## src/hdl/lpp_pkg.sv

```systemverilog
// lpp_pkg: shared types, opcodes, mode codes and default sizes for the
// led pulse pattern player; no dependencies
`default_nettype none

package lpp_pkg;

  localparam int LED_COUNT_DEF      = 4;
  localparam int PATTERN_COUNT_DEF  = 8;
  localparam int PATTERN_LENGTH_DEF = 16;
  localparam int TICK_STEP_DEF      = 10;

  localparam logic [2:0] OP_TICK    = 3'd0;
  localparam logic [2:0] OP_SET     = 3'd1;
  localparam logic [2:0] OP_TOGGLE  = 3'd2;
  localparam logic [2:0] OP_PULSE   = 3'd3;
  localparam logic [2:0] OP_PATTERN = 3'd4;
  localparam logic [2:0] OP_LOAD    = 3'd5;

  localparam logic [1:0] MODE_MANUAL  = 2'd0;
  localparam logic [1:0] MODE_PULSE   = 2'd1;
  localparam logic [1:0] MODE_PATTERN = 2'd2;

  localparam logic [15:0] FOREVER  = 16'hFFFF;
  localparam logic [7:0]  END_BYTE = 8'hFF;
  localparam logic [16:0] TIME_MAX = 17'h1FFFF;

  typedef struct packed {
    logic [2:0]  opcode;
    logic [2:0]  led_select;
    logic        level;
    logic [15:0] on_time;
    logic [15:0] off_time;
    logic [15:0] repeat_count;
    logic [3:0]  pattern_select;
    logic [3:0]  pattern_slot;
    logic [7:0]  pattern_byte;
  } in_item_t;

  typedef struct packed {
    logic [3:0] led_levels;
    logic [3:0] timed_active;
  } out_item_t;

  // per-led command for the transfer being processed
  typedef struct packed {
    logic        tick;
    logic        set_lvl;
    logic        toggle;
    logic        pulse_start;
    logic        pat_start;
    logic        pat_show;
    logic        pat_done;
    logic        level;
    logic        pat_bit;
    logic [15:0] on_time;
    logic [15:0] off_time;
    logic [15:0] repeat_count;
  } lane_cmd_t;

  typedef struct packed {
    logic level;
    logic active;
  } lane_stat_t;

endpackage

`default_nettype wire

```

## src/hdl/lpp_pattern_mem.sv

```systemverilog
// lpp_pattern_mem: pattern byte store, one write port and two registered
// read ports with write forwarding; no package dependency
`default_nettype none

module lpp_pattern_mem #(
  parameter int DEPTH = 128,
  parameter int AW    = 7
) (
  input  wire logic          clk,
  input  wire logic          wr_en,
  input  wire logic [AW-1:0] wr_addr,
  input  wire logic [7:0]    wr_data,
  input  wire logic [AW-1:0] rd_addr0,
  input  wire logic [AW-1:0] rd_addr1,
  output logic      [7:0]    rd_data0,
  output logic      [7:0]    rd_data1
);

  logic [7:0] mem [DEPTH];

  always_ff @(posedge clk) begin
    if (wr_en) begin
      mem[wr_addr] <= wr_data;
    end
    // a byte loaded this cycle is forwarded to a read of the same address
    rd_data0 <= (wr_en && wr_addr == rd_addr0) ? wr_data : mem[rd_addr0];
    rd_data1 <= (wr_en && wr_addr == rd_addr1) ? wr_data : mem[rd_addr1];
  end

endmodule

`default_nettype wire

```

## src/hdl/lpp_led_lane.sv

```systemverilog
// lpp_led_lane: level, mode and pulse timer of one led
// depends on lpp_pkg
`default_nettype none

module lpp_led_lane
  import lpp_pkg::*;
#(
  parameter int TICK_STEP = TICK_STEP_DEF
) (
  input  wire logic       clk,
  input  wire logic       rst_n,
  input  wire lane_cmd_t  cmd,
  output lane_stat_t      stat_nxt
);

  logic        level_r,   level_nxt;
  logic [1:0]  mode_r,    mode_nxt;
  logic [16:0] elapsed_r, elapsed_nxt;
  logic [15:0] cycles_r,  cycles_nxt;
  logic [15:0] on_r,      on_nxt;
  logic [15:0] off_r,     off_nxt;
  logic [15:0] limit_r,   limit_nxt;

  logic [16:0] period;
  logic [17:0] t_sum;
  logic [15:0] cyc_inc;

  assign period  = {1'b0, on_r} + {1'b0, off_r};
  assign t_sum   = {1'b0, elapsed_r} + 18'(TICK_STEP);
  assign cyc_inc = cycles_r + ((limit_r != FOREVER) ? 16'd1 : 16'd0);

  always_comb begin
    level_nxt   = level_r;
    mode_nxt    = mode_r;
    elapsed_nxt = elapsed_r;
    cycles_nxt  = cycles_r;
    on_nxt      = on_r;
    off_nxt     = off_r;
    limit_nxt   = limit_r;
    if (cmd.set_lvl) begin
      level_nxt = cmd.level;
      mode_nxt  = MODE_MANUAL;
    end
    if (cmd.toggle) begin
      level_nxt = ~level_r;
      mode_nxt  = MODE_MANUAL;
    end
    if (cmd.pulse_start) begin
      on_nxt      = cmd.on_time;
      off_nxt     = cmd.off_time;
      limit_nxt   = cmd.repeat_count;
      elapsed_nxt = '0;
      cycles_nxt  = '0;
      mode_nxt    = MODE_PULSE;
    end
    if (cmd.pat_start) begin
      mode_nxt = MODE_PATTERN;
    end
    if (cmd.tick) begin
      case (mode_r)
        MODE_PULSE: begin
          level_nxt = (elapsed_r < {1'b0, on_r});
          if (elapsed_r >= period) begin
            cycles_nxt = cyc_inc;
            if (cyc_inc >= limit_r) begin
              level_nxt = 1'b0;
              mode_nxt  = MODE_MANUAL;
            end else begin
              elapsed_nxt = '0;
            end
          end else begin
            elapsed_nxt = (t_sum > {1'b0, TIME_MAX}) ? TIME_MAX : t_sum[16:0];
          end
        end
        MODE_PATTERN: begin
          if (cmd.pat_show) begin
            level_nxt = cmd.pat_bit;
          end
          if (cmd.pat_done) begin
            level_nxt = 1'b0;
            mode_nxt  = MODE_MANUAL;
          end
        end
        default: begin
        end
      endcase
    end
  end

  assign stat_nxt.level  = level_nxt;
  assign stat_nxt.active = (mode_nxt != MODE_MANUAL);

  always_ff @(posedge clk) begin
    if (!rst_n) begin
      level_r   <= 1'b0;
      mode_r    <= MODE_MANUAL;
      elapsed_r <= '0;
      cycles_r  <= '0;
      on_r      <= '0;
      off_r     <= '0;
      limit_r   <= '0;
    end else begin
      level_r   <= level_nxt;
      mode_r    <= mode_nxt;
      elapsed_r <= elapsed_nxt;
      cycles_r  <= cycles_nxt;
      on_r      <= on_nxt;
      off_r     <= off_nxt;
      limit_r   <= limit_nxt;
    end
  end

endmodule

`default_nettype wire

```

## src/hdl/led_pulse_pattern_player_unit.sv

```systemverilog
// led_pulse_pattern_player_unit: top level, input register, shared pattern
// sequencer, led lanes and result register
// depends on lpp_pkg, lpp_led_lane, lpp_pattern_mem
//
//   channel | ports                          | payload
//   input   | in_valid, in_ready, in_data    | in_item_t
//   result  | out_valid, out_ready, out_data | out_item_t
//
// one transfer in and one result out per cycle when neither side stalls;
// the path runs through the input register, then logic into the result register
// the pattern store is read through registered ports addressed from next state
// reset clears all led and sequencer state; pattern bytes are undefined until
// loaded and are not cleared
// a stalled result holds the item in the input register; no further item is taken
`default_nettype none

module led_pulse_pattern_player_unit
  import lpp_pkg::*;
#(
  parameter int LED_COUNT      = LED_COUNT_DEF,
  parameter int PATTERN_COUNT  = PATTERN_COUNT_DEF,
  parameter int PATTERN_LENGTH = PATTERN_LENGTH_DEF,
  parameter int TICK_STEP      = TICK_STEP_DEF
) (
  input  wire logic      clk,
  input  wire logic      rst_n,
  input  wire logic      in_valid,
  output logic           in_ready,
  input  wire in_item_t  in_data,
  output logic           out_valid,
  input  wire logic      out_ready,
  output out_item_t      out_data
);

  localparam int DEPTH = PATTERN_COUNT * PATTERN_LENGTH;
  localparam int AW    = (DEPTH > 1) ? $clog2(DEPTH) : 1;
  localparam int PW    = (PATTERN_COUNT > 1) ? $clog2(PATTERN_COUNT) : 1;
  localparam int SW    = $clog2(PATTERN_LENGTH);

  in_item_t   item_r;
  logic       item_v_r;
  out_item_t  res_r;
  logic       res_v_r;
  logic       fire;

  assign fire      = item_v_r && (!res_v_r || out_ready);
  assign in_ready  = !item_v_r || fire;
  assign out_valid = res_v_r;
  assign out_data  = res_r;

  // shared pattern sequencer
  logic [PW-1:0] pp_r,     pp_nxt;
  logic [SW-1:0] step_r,   step_nxt;
  logic [16:0]   pel_r,    pel_nxt;
  logic [15:0]   pcyc_r,   pcyc_nxt;
  logic [15:0]   pon_r,    pon_nxt;
  logic [15:0]   plim_r,   plim_nxt;

  logic [7:0]    rd_cur, rd_next;
  logic [AW-1:0] rd_addr_cur, rd_addr_next, wr_addr;
  logic          wr_en;

  logic op_tick, op_set, op_toggle, op_pulse, op_pattern;
  logic pat_ok, load_ok, sel_all;
  logic pat_show, pat_done;
  logic [17:0]   pel_sum;
  logic [16:0]   pel_sat;
  logic [SW:0]   step_inc;
  logic [15:0]   pcyc_inc;

  assign op_tick    = fire && item_r.opcode == OP_TICK;
  assign op_set     = fire && item_r.opcode == OP_SET;
  assign op_toggle  = fire && item_r.opcode == OP_TOGGLE;
  assign op_pulse   = fire && item_r.opcode == OP_PULSE;
  assign op_pattern = fire && item_r.opcode == OP_PATTERN &&
                      ({1'b0, item_r.pattern_select} < 5'(PATTERN_COUNT));
  assign pat_ok     = {1'b0, item_r.pattern_select} < 5'(PATTERN_COUNT);
  assign load_ok    = pat_ok && ({3'b000, item_r.pattern_slot} < 7'(PATTERN_LENGTH));
  assign wr_en      = fire && item_r.opcode == OP_LOAD && load_ok;
  assign wr_addr    = AW'(32'(item_r.pattern_select) * PATTERN_LENGTH +
                          32'(item_r.pattern_slot));
  assign sel_all    = ({1'b0, item_r.led_select} == 4'(LED_COUNT));

  assign pel_sum  = {1'b0, pel_r} + 18'(TICK_STEP);
  assign pel_sat  = (pel_sum > {1'b0, TIME_MAX}) ? TIME_MAX : pel_sum[16:0];
  assign step_inc = {1'b0, step_r} + 1'b1;
  assign pcyc_inc = pcyc_r + ((plim_r != FOREVER) ? 16'd1 : 16'd0);
  assign pat_show = (pel_r == '0);

  always_comb begin
    pp_nxt   = pp_r;
    step_nxt = step_r;
    pel_nxt  = pel_r;
    pcyc_nxt = pcyc_r;
    pon_nxt  = pon_r;
    plim_nxt = plim_r;
    pat_done = 1'b0;
    if (op_pattern) begin
      pp_nxt   = PW'(item_r.pattern_select);
      step_nxt = '0;
      pel_nxt  = '0;
      pcyc_nxt = '0;
      pon_nxt  = item_r.on_time;
      plim_nxt = item_r.repeat_count;
    end
    if (op_tick) begin
      pel_nxt = pel_sat;
      if (pel_sat > {1'b0, pon_r}) begin
        pel_nxt = '0;
        if (step_inc < (SW+1)'(PATTERN_LENGTH) && rd_next != END_BYTE) begin
          step_nxt = step_inc[SW-1:0];
        end else begin
          // end of pattern: count one repeat unless the limit is FOREVER
          step_nxt = '0;
          pcyc_nxt = pcyc_inc;
          pat_done = (pcyc_inc >= plim_r);
        end
      end
    end
  end

  // read addresses follow the next state so data is ready for the next item
  assign rd_addr_cur  = AW'(32'(pp_nxt) * PATTERN_LENGTH + 32'(step_nxt));
  assign rd_addr_next = AW'(32'(pp_nxt) * PATTERN_LENGTH + 32'(step_nxt) + 1);

  lpp_pattern_mem #(
    .DEPTH (DEPTH),
    .AW    (AW)
  ) u_mem (
    .clk      (clk),
    .wr_en    (wr_en),
    .wr_addr  (wr_addr),
    .wr_data  (item_r.pattern_byte),
    .rd_addr0 (rd_addr_cur),
    .rd_addr1 (rd_addr_next),
    .rd_data0 (rd_cur),
    .rd_data1 (rd_next)
  );

  lane_cmd_t  cmd  [LED_COUNT];
  lane_stat_t stat [LED_COUNT];

  for (genvar n = 0; n < LED_COUNT; n++) begin : g_lane
    logic hit;
    assign hit = sel_all || (item_r.led_select == 3'(n));

    assign cmd[n].tick         = op_tick;
    assign cmd[n].set_lvl      = op_set && hit;
    assign cmd[n].toggle       = op_toggle && hit;
    assign cmd[n].pulse_start  = op_pulse && hit;
    assign cmd[n].pat_start    = op_pattern;
    assign cmd[n].pat_show     = pat_show;
    assign cmd[n].pat_done     = pat_done;
    assign cmd[n].level        = item_r.level;
    assign cmd[n].pat_bit      = rd_cur[n];
    assign cmd[n].on_time      = item_r.on_time;
    assign cmd[n].off_time     = item_r.off_time;
    assign cmd[n].repeat_count = item_r.repeat_count;

    lpp_led_lane #(
      .TICK_STEP (TICK_STEP)
    ) u_lane (
      .clk      (clk),
      .rst_n    (rst_n),
      .cmd      (cmd[n]),
      .stat_nxt (stat[n])
    );
  end

  out_item_t res_nxt;

  always_comb begin
    res_nxt = '0;
    for (int n = 0; n < LED_COUNT; n++) begin
      if (n < 4) begin
        res_nxt.led_levels[n]   = stat[n].level;
        res_nxt.timed_active[n] = stat[n].active;
      end
    end
  end

  always_ff @(posedge clk) begin
    if (!rst_n) begin
      item_v_r <= 1'b0;
      res_v_r  <= 1'b0;
      pp_r     <= '0;
      step_r   <= '0;
      pel_r    <= '0;
      pcyc_r   <= '0;
      pon_r    <= '0;
      plim_r   <= '0;
    end else begin
      if (in_valid && in_ready) begin
        item_v_r <= 1'b1;
      end else if (fire) begin
        item_v_r <= 1'b0;
      end
      if (fire) begin
        res_v_r <= 1'b1;
      end else if (out_ready) begin
        res_v_r <= 1'b0;
      end
      pp_r   <= pp_nxt;
      step_r <= step_nxt;
      pel_r  <= pel_nxt;
      pcyc_r <= pcyc_nxt;
      pon_r  <= pon_nxt;
      plim_r <= plim_nxt;
    end
  end

  always_ff @(posedge clk) begin
    if (in_valid && in_ready) begin
      item_r <= in_data;
    end
    if (fire) begin
      res_r <= res_nxt;
    end
  end

`ifndef NO_ASSERTIONS
  a_stall_blocks_input: assert property (@(posedge clk) disable iff (!rst_n)
    (item_v_r && res_v_r && !out_ready) |-> !in_ready)
    else $error("input taken while item and result are both held");

  a_fire_gives_result: assert property (@(posedge clk) disable iff (!rst_n)
    fire |=> res_v_r)
    else $error("processed item produced no result");

  a_pattern_time_bound: assert property (@(posedge clk) disable iff (!rst_n)
    pel_r <= {1'b0, pon_r})
    else $error("pattern sample time passed its duration");

  a_pattern_in_range: assert property (@(posedge clk) disable iff (!rst_n)
    32'(pp_r) < PATTERN_COUNT)
    else $error("playing pattern out of range");

  a_reset_clears_result: assert property (@(posedge clk)
    !rst_n |=> !res_v_r && !item_v_r)
    else $error("valid state survived reset");
`endif

endmodule

`default_nettype wire
```

## config.mk

```make
export PLATFORM = sky130hd
export DESIGN_NAME = led_pulse_pattern_player_unit
export DESIGN_NICKNAME = d
export VERILOG_FILES = /design/src/hdl/lpp_pkg.sv /design/src/hdl/lpp_pattern_mem.sv /design/src/hdl/lpp_led_lane.sv /design/src/hdl/led_pulse_pattern_player_unit.sv
export SDC_FILE = /design/constraint.sdc
export NUM_CORES = 2
export LEC_CHECK = 0
export BUFFER_PORTS_ARGS = -buffer_cell sky130_fd_sc_hd__clkbuf_2
export CORE_MARGIN = 2
export CORE_UTILIZATION = 30
export DETAILED_ROUTE_END_ITERATION = 8
export GPL_TIMING_DRIVEN = 0
export PLACE_DENSITY_LB_ADDON = 0.3
export SETUP_SLACK_MARGIN = 0.02
export SLEW_MARGIN = 20
export SYNTH_ARGS = -nofsm -noshare
export SYNTH_HDL_FRONTEND = slang
export SYNTH_SLANG_ARGS = --single-unit
```

## constraint.sdc

```tcl
create_clock -name clk -period 7 [get_ports clk]
set_input_delay 1.4 -clock clk [delete_from_list [all_inputs] [get_ports clk]]
set_output_delay 1.4 -clock clk [all_outputs]
set_load 0.1 [all_outputs]
```

==> reports/summary.md <==
After detailed routing, the average wire length per cell comes to 26.23 µm. The initial antenna violation count was 16. The number of storage elements in the synthesis netlist was 1,524; the share of synthesized registers carrying an async set or reset was 0%. The internal power of the cells totals 15.06 mW. Measured against its own limit, the worst slew margin works out to 8.560%. The tools report the core footprint as 229,200 µm². The cell area power density was 242.9 nW/µm²; the post-synthesis cell count was 6,112.

The run gives 0 as the final hold violation count. The worst hold-check path type was reg2reg. The detailed-route DRC error count is 0, and the switching portion of total power is 22.90%. STA classifies the critical path endpoint as a flip-flop. Setup repair after global routing could not meet its margin everywhere. The logs give 87 for the number of distinct library cell variants in the gate-level netlist after synthesis and 0 for the number of pins exceeding their max-slew limit in the final report. Relative to the synthesized area, the layout overhead comes to 16.54%.

The run finished with clean final reports. For this block, the via count after detailed routing is 52,405. Hold repair after CTS inserted 0 buffers. The layout has 22,600 filler cells. The standard-cell row count came out at 176. The first detailed-routing pass ran for 6 iterations.

The die height was 483.5 µm; the placed instance count was 9,297. CTS buffer count: 164. The tools report the aggregate global routing overflow as 0. The biggest area contributor in the post-synthesis netlist is sky130_fd_sc_hd__edfxtp_1. The synthesized netlist occupies a cell area of 68,990 µm². The delay contributed by the slowest stage of the critical path was 0.96 ns; the leakage power of the design was 26.62 nW. In this run the clock root is driven by a sky130_fd_sc_hd__clkbuf_16. The worst path uses 99.83% of the clock period. Total of buffers placed on input and output ports: 84. Across every metal layer, demand over resource in global routing totals 20.82%. The number of max-cap violations was 0; the number of global-route vias before repair was 49,730. The count of nets left with antenna violations after detail routing is 0, and the number of vias per cell is 5.456. After clock tree synthesis, the clock-pin slew on the worst setup and hold paths is 0.06 ns. The fmax came out at 143.1 MHz. After detailed routing, the total wire length is 252,000 µm. After legalization and detailed placement, the total HPWL measured 181,300 µm.

Pin placement for this block handled 85 I/O pins. Floorplan die area: 233,800 µm². TritonCTS built the clock tree. Once layout is complete, the cells apart from fillers number 9,605. The area share of the largest cell type after synthesis was 48.01%. STA classifies the critical path startpoint as a flip-flop. The H-tree was split into 4 levels.

The Yosys step of the flow raised 0 warnings. Weighted congestion at the end of routability-driven global placement: 0.9573. The reported net switching power came out at 4.473 mW.

Sequential cells account for 50.2% of the total power. For the worst setup path, the data required time is 7.68 ns. The critical path is of the reg2reg type. VDD sags by at most 0.2470 mV. For this configuration, the core starts out at a cell density of 30.09%.

The first global-routing pass estimated 356,300 µm of wire. Setup violations remaining at the end of the flow were counted as 0. By area the synthesized netlist is led by sky130_fd_sc_hd__edfxtp_1 48%, sky130_fd_sc_hd__dfxtp_1 12%, sky130_fd_sc_hd__ha_1 5.7%. The slowest stage of the critical path belongs to the cell sky130_fd_sc_hd__nor2b_1.

The tree built by TritonCTS fans out to 1,524 sinks. For the number of buffers on the longest clock path, the log shows 3. The flip-flop cell with the highest count after synthesis was sky130_fd_sc_hd__edfxtp_1.

The mean instance size in the synthesized netlist is 11.29 µm². The signal on the critical path passes through buf_4, nor2b_1, clkbuf_2, nor2b_1, a32oi_1, nand3_1, o22a_1, nand4b_2, nand4_4, nand2_4, inv_2, buf_4, buf_2, clkbuf_4, nand2_1, nand3_1, a21oi_1, o21ai_0, o2111ai_1, o31ai_4. The post-place instance area was 74,530 µm²; the critical-path maximum fanout was 10. The logs give 19.53 mW for the overall power and 7.67 ns for the data arrival time of the critical path.

For the worst-skew pair, the clock arrives at the later sink with an insertion delay of 0.87 ns. Counting every net in the synthesized netlist gives 6,504. In this run, the clock network consumes 46.1% of the power.

Of the cells placed in the final design, the portion with a size suffix greater than 1 is 9.352%. For the pin with the worst max-slew slack, the measured transition is 1.372 ns. The horizontal extent of the die came out at 483.5 µm.

The kind of cell with the highest combined delay along the critical path is simple AND/OR/NAND/NOR gates. Entering global routing, the biggest net connects 45 pins. The minimum period implied by the final worst setup slack was 6.988 ns; the combinational cell fraction of total power was 3.7%.

The sequential fraction of the synthesis area is 60.23%, and the number of enable flip-flop cells after synthesis is 1,103. In this run, the number of DRC markers left after iteration 0 of detailed routing was 6,016. The critical path contains buffers and inverters numbering 6 combined. The finished cells cover 80,400 µm². The maximum clock skew at final layout is 0.08545 ns. The net count of the finished layout is 6,833.
==> path summary, 6_finish.rpt <==
check	startpoint	end	slack [ns]	depth (start not counted)
worst min-delay path	pon_r[10]	pon_r[10]	0.46	2
worst max register to register	flip-flop	u_mem.rd_data0[3]	0.01	20
worst max-delay path	flip-flop	u_mem.rd_data0[3]	0.01	20
worst min register to register	pon_r[10]	pon_r[10]	0.46	2
==> cell usage in the layout (no fill, tap or decap), drive strengths merged, types with 76 or more instances in the layout <==
cell / n
o21ai: 168
a21oi: 497
mux2i: 143
clkbuf: 494
dfxtp: 421
edfxtp: 1103
nor2: 261
ha: 313
inv: 253
buf: 178
o22ai: 109
nand3: 340
a211oi: 76
nand4: 185
a21o: 96
xnor2: 88
nand2: 1006
==> metrics by stage <==
step           setup slack (ns)  hold WS, ns  TNS, ns  utilization [%]
2_1_floorplan             2.166       0.4363        0                -
3_3_place_gp             -1.704       0.4508   -5.369            31.93
3_5_place_dp             -1.029       0.4537   -3.496            32.51
4_1_cts                 0.02537       0.4649        0            35.00
5_1_grt                0.007997       0.4796        0            35.07
6_report                0.01159       0.4595        0            35.07
==> kinds of logic after synthesis <==
logic type | synth area share [%]
buffers and inverters | 3.270
AOI/OAI and AO/OA | 11.98
muxes | 2.662
adders and majority gates | 5.793
and+or+nand+nor | 14.06
xor gates and xnor gates | 2.006
DFF | 60.23
==> registers in the layout (all words and copies together), names as in the netlist, 8 cells and up, named ones only <==
| name | cells |
|---|---|
| u_mem.mem | 1024 |
| g_lane.u_lane.elapsed_r | 68 |
| g_lane.u_lane.cycles_r | 64 |
| g_lane.u_lane.limit_r | 64 |
| g_lane.u_lane.off_r | 64 |
| g_lane.u_lane.on_r | 64 |
| cmd | 49 |
| item_r | 22 |
| pel_r | 17 |
| pcyc_r | 16 |
| plim_r | 16 |
| pon_r | 16 |
| g_lane.u_lane.mode_r | 8 |
| out_data | 8 |
==> layer usage <==
| metal | share of wire (%) | track usage (%) |
|---|---|---|
| met2 | 45 | 32.60 |
| met5 | 0.0048 | 0 |
| met4 | 5.5 | 10.03 |
| met1 | 41 | 27.25 |
| met3 | 9.2 | 4.591 |
==> area by class of cell <==
| type | instances | area, µm² | share of cell area [%] |
|---|---|---|---|
| inverter | 247 | 927.1 | 1.153 |
| clock inverter | 82 | 1001 | 1.245 |
| clock buffer | 219 | 4547 | 5.656 |
| antenna | 3 | 7.507 | 0.009338 |
| multi-input combinational | 4050 | 25440 | 31.64 |
| sequential | 1524 | 41550 | 51.68 |
| buffer | 290 | 1408 | 1.751 |
| timing repair buffer | 164 | 1733 | 2.155 |
| tap | 3026 | 3786 | 4.709 |
==> power groups by stage <==
stage | Combinational, mW | Sequential (mW) | Clock, mW
2_1_floorplan | 0.242 | 10.0 | 0
3_3_place_gp | 0.491 | 10.2 | 0
3_5_place_dp | 0.699 | 9.99 | 0
4_1_cts | 0.704 | 9.80 | 9.10
5_1_grt | 0.741 | 9.79 | 9.46
6_report | 0.721 | 9.80 | 9.01
==> cell usage after synthesis, types with 27 or more instances <==
| cell | number |
|---|---|
| sky130_fd_sc_hd__nor2b_1 | 29 |
| sky130_fd_sc_hd__mux2i_1 | 143 |
| sky130_fd_sc_hd__o22ai_1 | 109 |
| sky130_fd_sc_hd__a21oi_1 | 497 |
| sky130_fd_sc_hd__buf_2 | 60 |
| sky130_fd_sc_hd__a211oi_1 | 75 |
| sky130_fd_sc_hd__nand4_1 | 184 |
| sky130_fd_sc_hd__nand2_1 | 1003 |
| sky130_fd_sc_hd__nor3_1 | 47 |
| sky130_fd_sc_hd__nand4b_1 | 49 |
| sky130_fd_sc_hd__a21boi_0 | 45 |
| sky130_fd_sc_hd__inv_1 | 243 |
| sky130_fd_sc_hd__a31oi_1 | 51 |
| sky130_fd_sc_hd__nor2_1 | 261 |
| sky130_fd_sc_hd__clkbuf_1 | 185 |
| sky130_fd_sc_hd__buf_4 | 27 |
| sky130_fd_sc_hd__and3_1 | 54 |
| sky130_fd_sc_hd__o21a_1 | 30 |
| sky130_fd_sc_hd__a21o_1 | 96 |
| sky130_fd_sc_hd__edfxtp_1 | 1103 |
| sky130_fd_sc_hd__xnor2_1 | 88 |
| sky130_fd_sc_hd__o21bai_1 | 41 |
| sky130_fd_sc_hd__dfxtp_1 | 421 |
| sky130_fd_sc_hd__xor2_1 | 70 |
| sky130_fd_sc_hd__o221ai_1 | 35 |
| sky130_fd_sc_hd__nand3_1 | 340 |
| sky130_fd_sc_hd__ha_1 | 313 |
| sky130_fd_sc_hd__o21ai_0 | 153 |
==> repair_timing <==
item | 4_1_cts | 5_1_grt
buffers inserted | 2 | 3
pin swaps | 6 | 5
gates resized for setup | 30 | 43
endpoints found under the setup margin | 4 | 4
==> worst register-to-register path, delay by kind of cell, from the launching register on <==
kind / cells / cell delay (ns)
compound gates: 6 / 2.16
buf+inv: 6 / 1.81
flops: 1 / 0.31
simple gates: 8 / 2.54
(Power assumes the default switching activity.)
